<file path="src/hw/rtl/euler_rotate_3d_macros.svh">
// Assertion macros for the euler_rotate_3d RTL; er3d_angle is the module that uses them.
// Each macro expects clk and rst_n to be visible in the module that uses it.
`ifndef EULER_ROTATE_3D_MACROS_SVH
`define EULER_ROTATE_3D_MACROS_SVH

// The consequent must hold in the same cycle as the antecedent.
`define ER3D_ASSERT_IMPL(lbl, ante, cons) \
  lbl: assert property (@(posedge clk) disable iff (!rst_n) (ante) |-> (cons)) \
    else $error("er3d assertion failed");

// The consequent must hold in the cycle after the antecedent.
`define ER3D_ASSERT_NEXT(lbl, ante, cons) \
  lbl: assert property (@(posedge clk) disable iff (!rst_n) (ante) |=> (cons)) \
    else $error("er3d assertion failed");

`endif

</file>
<file path="src/hw/rtl/er3d_pkg.sv">
// Package for the euler_rotate_3d block: widths, constants, axis codes and
// the CORDIC arctangent table. No dependencies.
package er3d_pkg;

  localparam int COORD_WIDTH_DEF = 32;
  localparam int CORDIC_ITER_DEF = 20;
  localparam int ANGLE_W         = 17;
  localparam int FULL_TURN       = 46080;
  localparam int ANGLE_LAT       = 6;
  localparam int XY_W            = 33;
  localparam int TRIG_W          = XY_W + 1;
  localparam int Z_W             = 33;
  localparam int GAIN_Q30        = 652032874;
  localparam int RECIP_90_Q22    = 46604;
  localparam longint RECIP_90_Q36 = 763549741;

  typedef enum logic [1:0] {
    AXIS_X,
    AXIS_Y,
    AXIS_Z
  } axis_t;

  function automatic logic signed [Z_W-1:0] er3d_atan(input logic [4:0] idx);
    logic signed [Z_W-1:0] v;
    case (idx)
      5'd0:  v = 33'sh020000000;
      5'd1:  v = 33'sh012E4051E;
      5'd2:  v = 33'sh009FB385B;
      5'd3:  v = 33'sh0051111D4;
      5'd4:  v = 33'sh0028B0D43;
      5'd5:  v = 33'sh00145D7E1;
      5'd6:  v = 33'sh000A2F61E;
      5'd7:  v = 33'sh000517C55;
      5'd8:  v = 33'sh00028BE53;
      5'd9:  v = 33'sh000145F2F;
      5'd10: v = 33'sh0000A2F98;
      5'd11: v = 33'sh0000517CC;
      5'd12: v = 33'sh000028BE6;
      5'd13: v = 33'sh0000145F3;
      5'd14: v = 33'sh000000A2FA;
      5'd15: v = 33'sh00000517D;
      5'd16: v = 33'sh0000028BE;
      5'd17: v = 33'sh00000145F;
      5'd18: v = 33'sh000000A30;
      5'd19: v = 33'sh000000518;
      5'd20: v = 33'sh00000028C;
      5'd21: v = 33'sh000000146;
      5'd22: v = 33'sh0000000A3;
      5'd23: v = 33'sh000000051;
      5'd24: v = 33'sh000000029;
      5'd25: v = 33'sh000000014;
      5'd26: v = 33'sh00000000A;
      5'd27: v = 33'sh000000005;
      5'd28: v = 33'sh000000003;
      5'd29: v = 33'sh000000001;
      5'd30: v = 33'sh000000001;
      default: v = '0;
    endcase
    return v;
  endfunction

endpackage

</file>
<file path="src/hw/rtl/er3d_angle.sv">
// Angle front end: reduces an angle modulo one turn, converts it to a binary
// phase and folds it into the CORDIC range. Depends on er3d_pkg and the macros.
`include "euler_rotate_3d_macros.svh"

module er3d_angle
  import er3d_pkg::*;
(
  input  logic                  clk,
  input  logic                  rst_n,
  input  logic                  en,
  input  logic                  in_valid,
  input  logic signed [17:0]    in_angle,
  output logic                  out_valid,
  output logic signed [Z_W-1:0] out_z,
  output logic                  out_neg
);

  localparam logic signed [17:0] TURN_S  = 18'(FULL_TURN);
  localparam logic signed [17:0] TURN2_S = 18'(2 * FULL_TURN);

  logic [5:0] v_r;

  logic [15:0] r1_r, r1_nxt;
  logic [15:0] r2_r;
  logic [8:0]  q2_r, q2_nxt;
  logic [8:0]  q3_r;
  logic [29:0] n3_r, n3_nxt;
  logic [8:0]  q4_r;
  logic [29:0] n4_r;
  logic [22:0] t4_r, t4_nxt;
  logic [31:0] ph5_r, ph5_nxt;
  logic signed [Z_W-1:0] z6_r, z6_nxt;
  logic neg6_r, neg6_nxt;

  logic [31:0] prod_q;
  logic [15:0] m_full;
  logic [59:0] prod_t;
  logic [30:0] rem;
  logic [23:0] t_adj;
  logic signed [31:0] zs;

  always_comb begin
    if (in_angle < 18'sd0) begin
      if (in_angle >= -TURN_S) begin
        r1_nxt = 16'(in_angle + TURN_S);
      end else begin
        r1_nxt = 16'(in_angle + TURN2_S);
      end
    end else if (in_angle >= TURN_S) begin
      r1_nxt = 16'(in_angle - TURN_S);
    end else begin
      r1_nxt = 16'(in_angle);
    end

    prod_q = 32'(r1_r) * 32'(RECIP_90_Q22);
    q2_nxt = prod_q[30:22];

    m_full = r2_r - 16'(q2_r) * 16'd90;
    n3_nxt = {m_full[6:0], 23'd0} + 30'd45;

    prod_t = 60'(n3_r) * 60'(RECIP_90_Q36);
    t4_nxt = prod_t[58:36];

    rem   = 31'(n4_r) - 31'(t4_r) * 31'd90;
    t_adj = (rem >= 31'd90) ? 24'(t4_r) + 24'd1 : 24'(t4_r);
    ph5_nxt = {q4_r, t_adj[22:0]};

    zs = signed'(ph5_r);
    if (zs > 32'sh40000000) begin
      z6_nxt   = Z_W'(zs) - Z_W'(33'sh080000000);
      neg6_nxt = 1'b1;
    end else if (zs < -32'sh40000000) begin
      z6_nxt   = Z_W'(zs) + Z_W'(33'sh080000000);
      neg6_nxt = 1'b1;
    end else begin
      z6_nxt   = Z_W'(zs);
      neg6_nxt = 1'b0;
    end
  end

  always_ff @(posedge clk) begin
    if (!rst_n) begin
      v_r <= '0;
    end else if (en) begin
      v_r <= {v_r[4:0], in_valid};
    end
  end

  always_ff @(posedge clk) begin
    if (en) begin
      r1_r   <= r1_nxt;
      r2_r   <= r1_r;
      q2_r   <= q2_nxt;
      q3_r   <= q2_r;
      n3_r   <= n3_nxt;
      q4_r   <= q3_r;
      n4_r   <= n3_r;
      t4_r   <= t4_nxt;
      ph5_r  <= ph5_nxt;
      z6_r   <= z6_nxt;
      neg6_r <= neg6_nxt;
    end
  end

  assign out_valid = v_r[5];
  assign out_z     = z6_r;
  assign out_neg   = neg6_r;

  `ER3D_ASSERT_IMPL(a_turn_reduced, v_r[0], r1_r < 16'(FULL_TURN))
  `ER3D_ASSERT_IMPL(a_rem_small, v_r[2], n3_r[29:23] < 7'd90)
  `ER3D_ASSERT_IMPL(a_fold_range, v_r[5], (z6_r <= 33'sh040000000) && (z6_r >= -33'sh040000000))

endmodule

</file>
<file path="config.mk">
export PLATFORM = sky130hd
export DESIGN_NAME = er3d_angle
export DESIGN_NICKNAME = d
export VERILOG_FILES = /design/src/hw/rtl/er3d_pkg.sv /design/src/hw/rtl/er3d_angle.sv
export VERILOG_INCLUDE_DIRS = /design/src /design/src/hw/rtl
export SDC_FILE = /design/constraint.sdc
export NUM_CORES = 1
export LEC_CHECK = 0
export BUFFER_PORTS_ARGS = -buffer_cell sky130_fd_sc_hd__buf_2
export CAP_MARGIN = 25
export CORE_MARGIN = 8
export CORE_UTILIZATION = 40
export DETAILED_ROUTE_END_ITERATION = 8
export PLACE_DENSITY = 0.54
export SETUP_SLACK_MARGIN = 0.05
export SYNTH_ARGS = -nofsm -noshare
export SYNTH_HDL_FRONTEND = slang
export SYNTH_SLANG_ARGS = --single-unit
export TNS_END_PERCENT = 20
</file>
<file path="constraint.sdc">
create_clock -name clk -period 19.5 [get_ports clk]
set_input_delay 1.95 -clock clk [delete_from_list [all_inputs] [get_ports clk]]
set_output_delay 1.95 -clock clk [all_outputs]
set_load 0.02 [all_outputs]
</file>
==> metrics.txt, run 1 <==
global router's overall resource usage=14.5%; Vert. Die Dim=roughly 220 microns; crit path time final=7.49 ns; Root Buffer Master=sky130_fd_sc_hd__clkbuf_16; sum of routed wire length over all layers=between 30000 and 40000 microns; net count of the mapped netlist=2138; die boundary width=between 200 and 250 microns; Final #Nets=2199; startpoint type of the worst setup path=flip-flop; synthesis-stage register bit count=159; ant diodes=0; category of the worst setup path capture point=flip-flop; number of synthesized flops with an enable pin=153; vias per std cell=just under 5; vias in the first global route=11361; clock latency at the later pin of the worst-skew pair=around 0.43 ns; number of non-filler instances in the completed layout=2249; RSZ-0062 raised after global routing=false; Remaining Overflow, GRT=0; crit path to=ph5_r[13]; cell area after synthesis=17200 sq um; Slew Limit Headroom=34.9%; DRC viols=0; share of the cycle needed by the critical path after routing=38.4%; area added between synthesis and finish=8.86%; hold buffers post-CTS=0; share of cells above drive strength 1=6.69%; f_max=133 MHz; final RePlAce weighted congestion=0.829; total vias in the final route=11177; maximum number of pins on one net before global-route repair=84; number of antenna violations at the first check in global routing=0; share of synthesized area occupied by flip-flops and latches=between 20% and 30%; Total Negative Setup Slacks=0 ns; number of placement rows=76; area of the core=42700 sq um; prevailing post-synth register cell=sky130_fd_sc_hd__edfxtp_1; post-synthesis cell count=1629; post-CTS clock slew at the launch and capture registers of the worst setup and hold paths=0.06 ns; sink count of the clock tree=about 160; Worst Setup Slack, final=between 10 and 15 ns; buffers plus inverters on the worst setup path=3; data arrival at the endpoint of the critical path=between 7 and 8 ns; number of slew-limit violations in the final report=0; biggest cell delay along the critical path=between 0.7 and 0.8 ns; die area=between 40000 and 50000 sq um; CTS Buf Count=17; commonest cells in the synthesized netlist=sky130_fd_sc_hd__inv_1, sky130_fd_sc_hd__ha_1, sky130_fd_sc_hd__edfxtp_1; critical path depth in cells=29; number of DRC markers after the initial detailed-route iteration=515; flop2flop setup slack=12.01 ns; # placed instances=2217; worst setup path startpoint=t4_r[7]; first-pass detailed-route iteration total=5; top fanout value on the critical path=11; post-synthesis cell type count=77; reg-to-reg critical path endpoint=ph5_r[13]; most area-consuming cells after synthesis=sky130_fd_sc_hd__edfxtp_1, sky130_fd_sc_hd__ha_1, sky130_fd_sc_hd__fa_1, sky130_fd_sc_hd__inv_1, sky130_fd_sc_hd__xnor2_1; type of the worst setup path=reg2reg; mean cell area of the mapped netlist=10.5 sq um; final hold violation count=0; io pins=57; cell count of the worst hold path=0; startpoint of the worst register-to-register path=t4_r[7]; Wirelength per Cell=between 15 and 20 microns; clock tree from TritonCTS=built; Worst path slowest cell=sky130_fd_sc_hd__nor3_2; portion of synthesized cell area occupied by the leading cell type=a little over a quarter; largest area contributor in the netlist=sky130_fd_sc_hd__edfxtp_1; endpoint required time on the critical path=19.66 ns; Async SR Flop Fraction=0%; result of the run=finished, final reports clean; Worst Hold Class=reg2reg; Crit path max-delay family=compound AO/OA/AOI/OAI gates; number of port buffers=56; setup skew after layout=0.0101 ns; CTS H-tree depth=4; Routed Antenna Nets=0; count of cells along the worst register-to-register path=29; Least-Margin Pin Slew=about 0.97 ns; standard cell area after detailed placement=18100 sq um; Post-CTS Setup Inserts=0; number of maximum-capacitance constraint violations=0; Finished Cell Area=18700 sq um; Resized Gates After CTS=0; setup violators final=0; worst slack after detailed placement=12.03 ns; HPWL after detailed placement=29700 microns; starting density of the core=40.2%; first-pass GRT wire length=58400 microns; warnings from Yosys=0; dominant cell by count in the synthesized netlist=sky130_fd_sc_hd__inv_1; number of buffers on the longest clock path=2
[cell families (layout without fill, tap and decap cells)]
group	after synthesis	in the layout	share of synthesized area, %
xor gates and xnor gates	102	102	5.20
buffers and inverters	377	451	8.30
adders and majority gates	487	487	41.1
AOI/OAI and AO/OA	238	238	9.61
and+or+nand+nor	255	255	7.70
muxes	11	11	0.655
DFF	159	159	27.4
[through the flow]
| stage | utilization [%] | hold slack (ns) |
|---|---|---|
| after floorplan | - | 0.400 |
| after global routing | 43.8 | 0.425 |
| after detailed placement | 42.4 | 0.405 |
| final | 43.8 | 0.418 |
| after global placement | 42.4 | 0.401 |
| after CTS | 43.8 | 0.418 |
[metal layers]
layer | wire length [microns] | track usage (%) | part of all wire, % | vias to the layer above
li1 | - | - | - | 5697
met1 | 17400 | 20.2 | 50 | 5364
met2 | 16500 | 23.6 | 47 | 97
met3 | 811 | 2.26 | 2.3 | 19
met4 | 433 | 3.14 | 1.2 | 0
met5 | 0 | 0 | 0 | -
[state kept, by name (all words and copies together), names as in the netlist]
register  count
t4_r         23
out_z        33
q3_r          9
v_r           6
q4_r          9
n3_r          7
q2_r          9
ph5_r        32
out_neg       1
r1_r         16
n4_r          7
r2_r          7
[cell type report]
type,count,area (sq um)
clock buffers,17,425
clock inverters,15,179
fillers,4062,24000
inverters,361,1360
multi-input cells,1093,11000
flip-flops and latches,159,4710
well taps,546,683
repair buffers,58,302
[worst min-delay path by stage]
| stage | slack (ns) | startpoint | to |
|---|---|---|---|
| detailed placement | 0.40 | q3_r[3] | q4_r[3] |
| global route | 0.43 | q3_r[5] | q4_r[5] |
| finish | 0.42 | q4_r[2] | ph5_r[25] |
| CTS | 0.42 | q3_r[5] | q4_r[5] |
| floorplan | 0.40 | r2_r[0] | n3_r[23] |
| global placement | 0.40 | q3_r[0] | q4_r[0] |
[cell usage in the layout, fill, tap and decap left out, types with 5 or more instances in the layout]
cell	n
sky130_fd_sc_hd__xnor2_1	62
sky130_fd_sc_hd__a21o_1	28
sky130_fd_sc_hd__xor2_1	40
sky130_fd_sc_hd__o31ai_1	7
sky130_fd_sc_hd__buf_2	55
sky130_fd_sc_hd__o2111ai_1	5
sky130_fd_sc_hd__and3_1	11
sky130_fd_sc_hd__nand3b_1	5
sky130_fd_sc_hd__nand4_1	6
sky130_fd_sc_hd__edfxtp_1	153
sky130_fd_sc_hd__dfxtp_1	6
sky130_fd_sc_hd__nand2_1	50
sky130_fd_sc_hd__nand2b_1	6
sky130_fd_sc_hd__mux2i_1	9
sky130_fd_sc_hd__o21ai_0	40
sky130_fd_sc_hd__ha_1	358
sky130_fd_sc_hd__clkbuf_16	17
sky130_fd_sc_hd__nor4_1	14
sky130_fd_sc_hd__fa_1	129
sky130_fd_sc_hd__a21oi_1	61
sky130_fd_sc_hd__inv_1	361
sky130_fd_sc_hd__nor3_1	21
sky130_fd_sc_hd__o31a_1	5
sky130_fd_sc_hd__nor2b_1	18
sky130_fd_sc_hd__o21a_1	10
sky130_fd_sc_hd__nand3_1	27
sky130_fd_sc_hd__a211oi_1	15
sky130_fd_sc_hd__a31oi_1	7
sky130_fd_sc_hd__nor2_1	64
Power of run 1 is not shown: default switching activity piles up to over one toggle a cycle in this logic, so the estimate is an artifact.
==> inputs of run 2 (changes only) <==
==> constraint.sdc (replaced) <==
create_clock -name clk -period 7.8 [get_ports clk]
set_input_delay 0.78 -clock clk [delete_from_list [all_inputs] [get_ports clk]]
set_output_delay 0.78 -clock clk [all_outputs]
set_load 0.02 [all_outputs]
==> run 2 against run 1 <==
  * Die area did not move
  * Global-route usage fell by 0.077 points
  * Critical path depth fell by 1
  * Utilization fell by 0.067 points
  * Highest routed layer unchanged
==> metrics.txt, run 2 (synthesis gave the netlist of run 1 again) <==
setup violators final=0; most common library cell in the layout ignoring fill and taps=sky130_fd_sc_hd__inv_1; share of the cycle needed by the critical path after routing=93.8%; biggest cell delay along the critical path=0.69 ns; share of cells above drive strength 1=6.64%; RSZ-0062 raised after global routing=false; Least-Margin Pin Slew=0.937 ns; commonest non-fill, non-tap cells in the layout=sky130_fd_sc_hd__inv_1, sky130_fd_sc_hd__ha_1, sky130_fd_sc_hd__edfxtp_1, sky130_fd_sc_hd__fa_1, sky130_fd_sc_hd__nor2_1; number of DRC markers after the initial detailed-route iteration=567; number of port buffers=56; flop2flop setup slack=0.48 ns; first-pass GRT wire length=58200 microns; clock tree from TritonCTS=built; final RePlAce weighted congestion=0.815; Worst Setup Slack, final=approximately 0.48 ns; vias per std cell=5.01; M1 wire length=17800 microns; number of slew-limit violations in the final report=0; clock latency at the later pin of the worst-skew pair=0.43 ns; Routed Antenna Nets=0; number of buffers on the longest clock path=2; Slew Limit Headroom=37.5%; Vert. Die Dim=approximately 220 microns; type of the worst setup path=reg2reg; total vias in the final route=roughly 11000; top fanout value on the critical path=11; final hold violation count=0; number of maximum-capacitance constraint violations=0; result of the run=finished, final reports clean; first-pass detailed-route iteration total=5; ant diodes=0; sum of routed wire length over all layers=around 35000 microns; Final #Nets=2200; io pins=57; maximum number of pins on one net before global-route repair=95; HPWL after detailed placement=29600 microns; worst slack after detailed placement=between 0.4 and 0.5 ns; Worst path slowest cell=sky130_fd_sc_hd__a2111oi_1; global router's overall resource usage=14.4%; met2 wirelength from detailed routing=16400 microns; data arrival at the endpoint of the critical path=7.47 ns; Crit path max-delay family=compound AO/OA/AOI/OAI gates; area added between synthesis and finish=8.69%; CTS H-tree depth=4; f_max=between 100 and 150 MHz; number of placement rows=between 70 and 80; standard cell area after detailed placement=around 18000 sq um; die area=49800 sq um; buffers plus inverters on the worst setup path=4; post-CTS clock slew at the launch and capture registers of the worst setup and hold paths=0.07 ns; number of antenna violations at the first check in global routing=0; Total Negative Setup Slacks=0 ns; endpoint required time on the critical path=7.96 ns; Root Buffer Master=sky130_fd_sc_hd__clkbuf_16; die boundary width=223 microns; vias in the first global route=between 10000 and 15000; hold buffers post-CTS=0; area of the core=42700 sq um; Remaining Overflow, GRT=0; post-layout utilization of the core=43.7%; startpoint type of the worst setup path=flip-flop; CTS Buf Count=17; Finished Cell Area=approximately 19000 sq um; max reg flops=33; crit path time final=7.32 ns; category of the worst setup path capture point=flip-flop; most common cell type on the critical path=sky130_fd_sc_hd__ha_1; highest metal used=met4; starting density of the core=40.2%; Wirelength per Cell=between 15 and 20 microns; wire length on met3=918 microns; sink count of the clock tree=~160; setup skew after layout=0.00983 ns; DRC viols=0; Worst Hold Class=reg2reg
==> run 2: cell types whose count changed in the layout (fill, tap and decap cells not counted) <==
cell / change
sky130_fd_sc_hd__o2bb2ai_1: -1
sky130_fd_sc_hd__buf_4: +1
sky130_fd_sc_hd__o21ai_2: +1
sky130_fd_sc_hd__nor3_1: +1
sky130_fd_sc_hd__bufinv_16: -1
sky130_fd_sc_hd__clkinvlp_4: +1
sky130_fd_sc_hd__a2111oi_1: +1
sky130_fd_sc_hd__o21ai_1: -1
sky130_fd_sc_hd__a2111oi_0: -1
sky130_fd_sc_hd__clkinv_2: -1
sky130_fd_sc_hd__clkinv_1: +2
sky130_fd_sc_hd__nor3_2: -1
sky130_fd_sc_hd__inv_8: -2
sky130_fd_sc_hd__o2bb2ai_2: +1
==> run 2: final timing paths <==
| check | startpoint | depth (start not counted) | end |
|---|---|---|---|
| max | t4_r[7] | 28 | ph5_r[13] |
| min | q4_r[1] | 0 | ph5_r[24] |
| max reg2reg | t4_r[7] | 28 | ph5_r[13] |
| min reg2reg | q4_r[1] | 0 | ph5_r[24] |
==> run 2: worst reg2reg max path, delay by kind of cell (launching register included) <==
kind	cells	cell delay, ns
AO/OA/AOI/OAI	12	3.38
XOR/XNOR	3	0.49
adder cells (fa/ha/maj)	5	1.86
buffers and inverters	4	0.38
flip-flops	1	0.47
AND/OR/NAND/NOR	4	0.45
==> run 2: final cells by class <==
type / instances / area (sq um)
Multi-Input combinational cell: 1093 / 11100
Clock buffer: 17 / 425
Sequential cell: 159 / 4710
Inverter: 361 / 1360
Fill cell: 4088 / 24000
Clock inverter: 14 / 136
Tap cell: 546 / 683
Timing Repair Buffer: 59 / 309
==> run 2: per-layer routing <==
layer / track usage [%] / up-vias
met5: 0 / -
met4: 2.32 / 0
met3: 2.44 / 20
met2: 23.6 / 107
met1: 20.2 / 5441
li1: - / 5710
==> run 2: through the flow <==
step	instances	hold WS, ns
6_report	2249	0.410
5_1_grt	2249	0.415
4_1_cts	2249	0.414
3_5_place_dp	2218	0.405
3_3_place_gp	2218	0.402
2_1_floorplan	1629	0.400
==> run 2: repair_timing <==
action	in CTS	in global routing
setup endpoints to repair	0	6
setup buffers	0	0
gates resized for setup	0	3
hold endpoints to repair	0	0
Power of run 2 is left out for the same reason.
==> inputs of run 3 (changes only) <==
--- a/config.mk
+++ b/config.mk
@@ -8,11 +8,13 @@
 export LEC_CHECK = 0
 export BUFFER_PORTS_ARGS = -buffer_cell sky130_fd_sc_hd__buf_2
 export CAP_MARGIN = 25
+export CORE_ASPECT_RATIO = 0.7
 export CORE_MARGIN = 8
 export CORE_UTILIZATION = 40
 export DETAILED_ROUTE_END_ITERATION = 8
 export PLACE_DENSITY = 0.54
-export SETUP_SLACK_MARGIN = 0.05
+export RECOVER_POWER = 100
+export SETUP_SLACK_MARGIN = 0.2
 export SYNTH_ARGS = -nofsm -noshare
 export SYNTH_HDL_FRONTEND = slang
 export SYNTH_SLANG_ARGS = --single-unit
==> run 3 against run 2 <==
  * The run now ends with capacitance limit, slew limit left
  * Routed wire length increased by 4.3%
  * Non-clock buffer count increased by 16
  * Via count increased by 1.3%
==> metrics.txt, run 3 (synthesis gave the netlist of run 1 again) <==
maximum number of pins on one net before global-route repair=87; share of cells above drive strength 1=under 10%; RSZ-0062 raised after global routing=false; type of the worst setup path=reg2reg; Multi-input gate area=11100 sq um; max reg flops=33; failing checks=capacitance limit, slew limit; category of the worst setup path capture point=flip-flop; Worst path slowest cell=sky130_fd_sc_hd__fa_1; number of DRC markers after the initial detailed-route iteration=555; flop2flop setup slack=0.54 ns; die boundary width=264 microns; Crit path max-delay family=compound AO/OA/AOI/OAI gates; Total Negative Setup Slacks=0 ns; top fanout value on the critical path=11; result of the run=finished with violations; starting density of the core=40.6%; commonest non-fill, non-tap cells in the layout=sky130_fd_sc_hd__inv_1, sky130_fd_sc_hd__ha_1, sky130_fd_sc_hd__edfxtp_1, sky130_fd_sc_hd__fa_1, sky130_fd_sc_hd__nor2_1; reg-to-reg critical path endpoint=ph5_r[19]; post-layout utilization of the core=between 40% and 50%; total vias in the final route=11419; first-pass GRT wire length=59100 microns; f_max=~140 MHz; io pins=57; crit path time final=7.26 ns; number of antenna violations at the first check in global routing=2; biggest cell delay along the critical path=0.49 ns; clock tree from TritonCTS=built; Final #Nets=2216; Slew Limit Headroom=-188%; startpoint of the worst register-to-register path=t4_r[7]; sum of routed wire length over all layers=36900 microns; Worst Hold Class=reg2reg; data arrival at the endpoint of the critical path=7.44 ns; sink count of the clock tree=159; setup skew after layout=between 0.015 and 0.02 ns; endpoint required time on the critical path=about 8.0 ns; first-pass detailed-route iteration total=5; area of the core=42300 sq um; cell count of the worst hold path=0; post-CTS clock slew at the launch and capture registers of the worst setup and hold paths=0.07 ns; clock latency at the later pin of the worst-skew pair=0.44 ns; most common cell type on the critical path=sky130_fd_sc_hd__a21oi_1; startpoint type of the worst setup path=flip-flop; CTS Buf Count=17; buffers plus inverters on the worst setup path=5; worst hold endpoint=ph5_r[25]; Least-Margin Pin Slew=about 4.3 ns; DRC viols=0; Root Buffer Master=sky130_fd_sc_hd__clkbuf_16; die area=between 40000 and 50000 sq um; number of placement rows=between 60 and 70; final hold violation count=0; area added between synthesis and finish=9.47%; number of port buffers=56; number of maximum-capacitance constraint violations=2; # fillers=roughly 4000; Routed Antenna Nets=0; share of the cycle needed by the critical path after routing=93.1%; setup violators final=0; ant diodes=0; final RePlAce weighted congestion=0.839; most common library cell in the layout ignoring fill and taps=sky130_fd_sc_hd__inv_1; Wirelength per Cell=16.3 microns; register cell area after layout=4710 sq um; Remaining Overflow, GRT=0; number of slew-limit violations in the final report=153; hold_sp=q4_r[2]; number of non-filler instances in the completed layout=roughly 2300; vias per std cell=5.03; HPWL after detailed placement=slightly above 30000 microns; global router's overall resource usage=14.8%; CTS H-tree depth=4; count of cells along the worst register-to-register path=31; number of buffers on the longest clock path=2; Vert. Die Dim=~190 microns; vias in the first global route=11147; # placed instances=2225
run 3: changes by cell type in the layout (fill, tap and decap cells not counted), sizes merged:
cell / previous run / this run
buf: 59 / 25
bufinv: 1 / 0
clkbuf: 17 / 67
clkinv: 7 / 4
inv: 365 / 370
run 3: metal layers:
| metal | track usage, % | up-vias | share of wire, % |
|---|---|---|---|
| met5 | 0 | - | 0 |
| met4 | 2.15 | 0 | 0.51 |
| met3 | 3.07 | 12 | 4.2 |
| met2 | 19.9 | 166 | 39 |
| met1 | 23.9 | 5484 | 57 |
| li1 | - | 5757 | - |
run 3: cell type report:
cell class | count | share of cell area, %
Sequential cell | 159 | 25.1
Timing Repair Buffer | 75 | 1.89
Clock inverter | 15 | 0.878
Tap cell | 552 | 3.67
Multi-Input combinational cell | 1093 | 59.0
Inverter | 361 | 7.20
Clock buffer | 17 | 2.26
run 3: worst register-to-register path: cells and delay by family, from the launching register on:
kind,cells,cell delay [ns]
xor gates and xnor gates,3,0.46
adders and majority gates,5,1.81
AOI/OAI and AO/OA,15,3.31
buffers and inverters,5,0.54
DFF,1,0.46
and+or+nand+nor,3,0.42
run 3: how the worst max path moves through the flow:
stage	start	to	slack, ns	cells after the start
CTS	t4_r[7]	ph5_r[0]	0.39	30
global route	t4_r[16]	ph5_r[0]	0.11	29
global placement	t4_r[7]	ph5_r[0]	0.48	28
detailed placement	t4_r[7]	ph5_r[0]	0.45	28
floorplan	t4_r[7]	ph5_r[6]	1.55	30
finish	t4_r[7]	ph5_r[19]	0.54	31
run 3: what timing repair did:
action	in CTS	in global routing
setup buffers	0	14
hold buffers	0	0
gates resized for setup	0	19
setup endpoints to repair	0	23
run 3: per-stage QoR:
step	hold WS [ns]	setup WS [ns]	area (sq um)
2_1_floorplan	0.400	1.55	17200
3_3_place_gp	0.401	0.484	18100
3_5_place_dp	0.405	0.454	18100
4_1_cts	0.418	0.388	18700
5_1_grt	0.417	0.108	18800
6_report	0.410	0.541	18800
Power of run 3 is left out for the same reason.
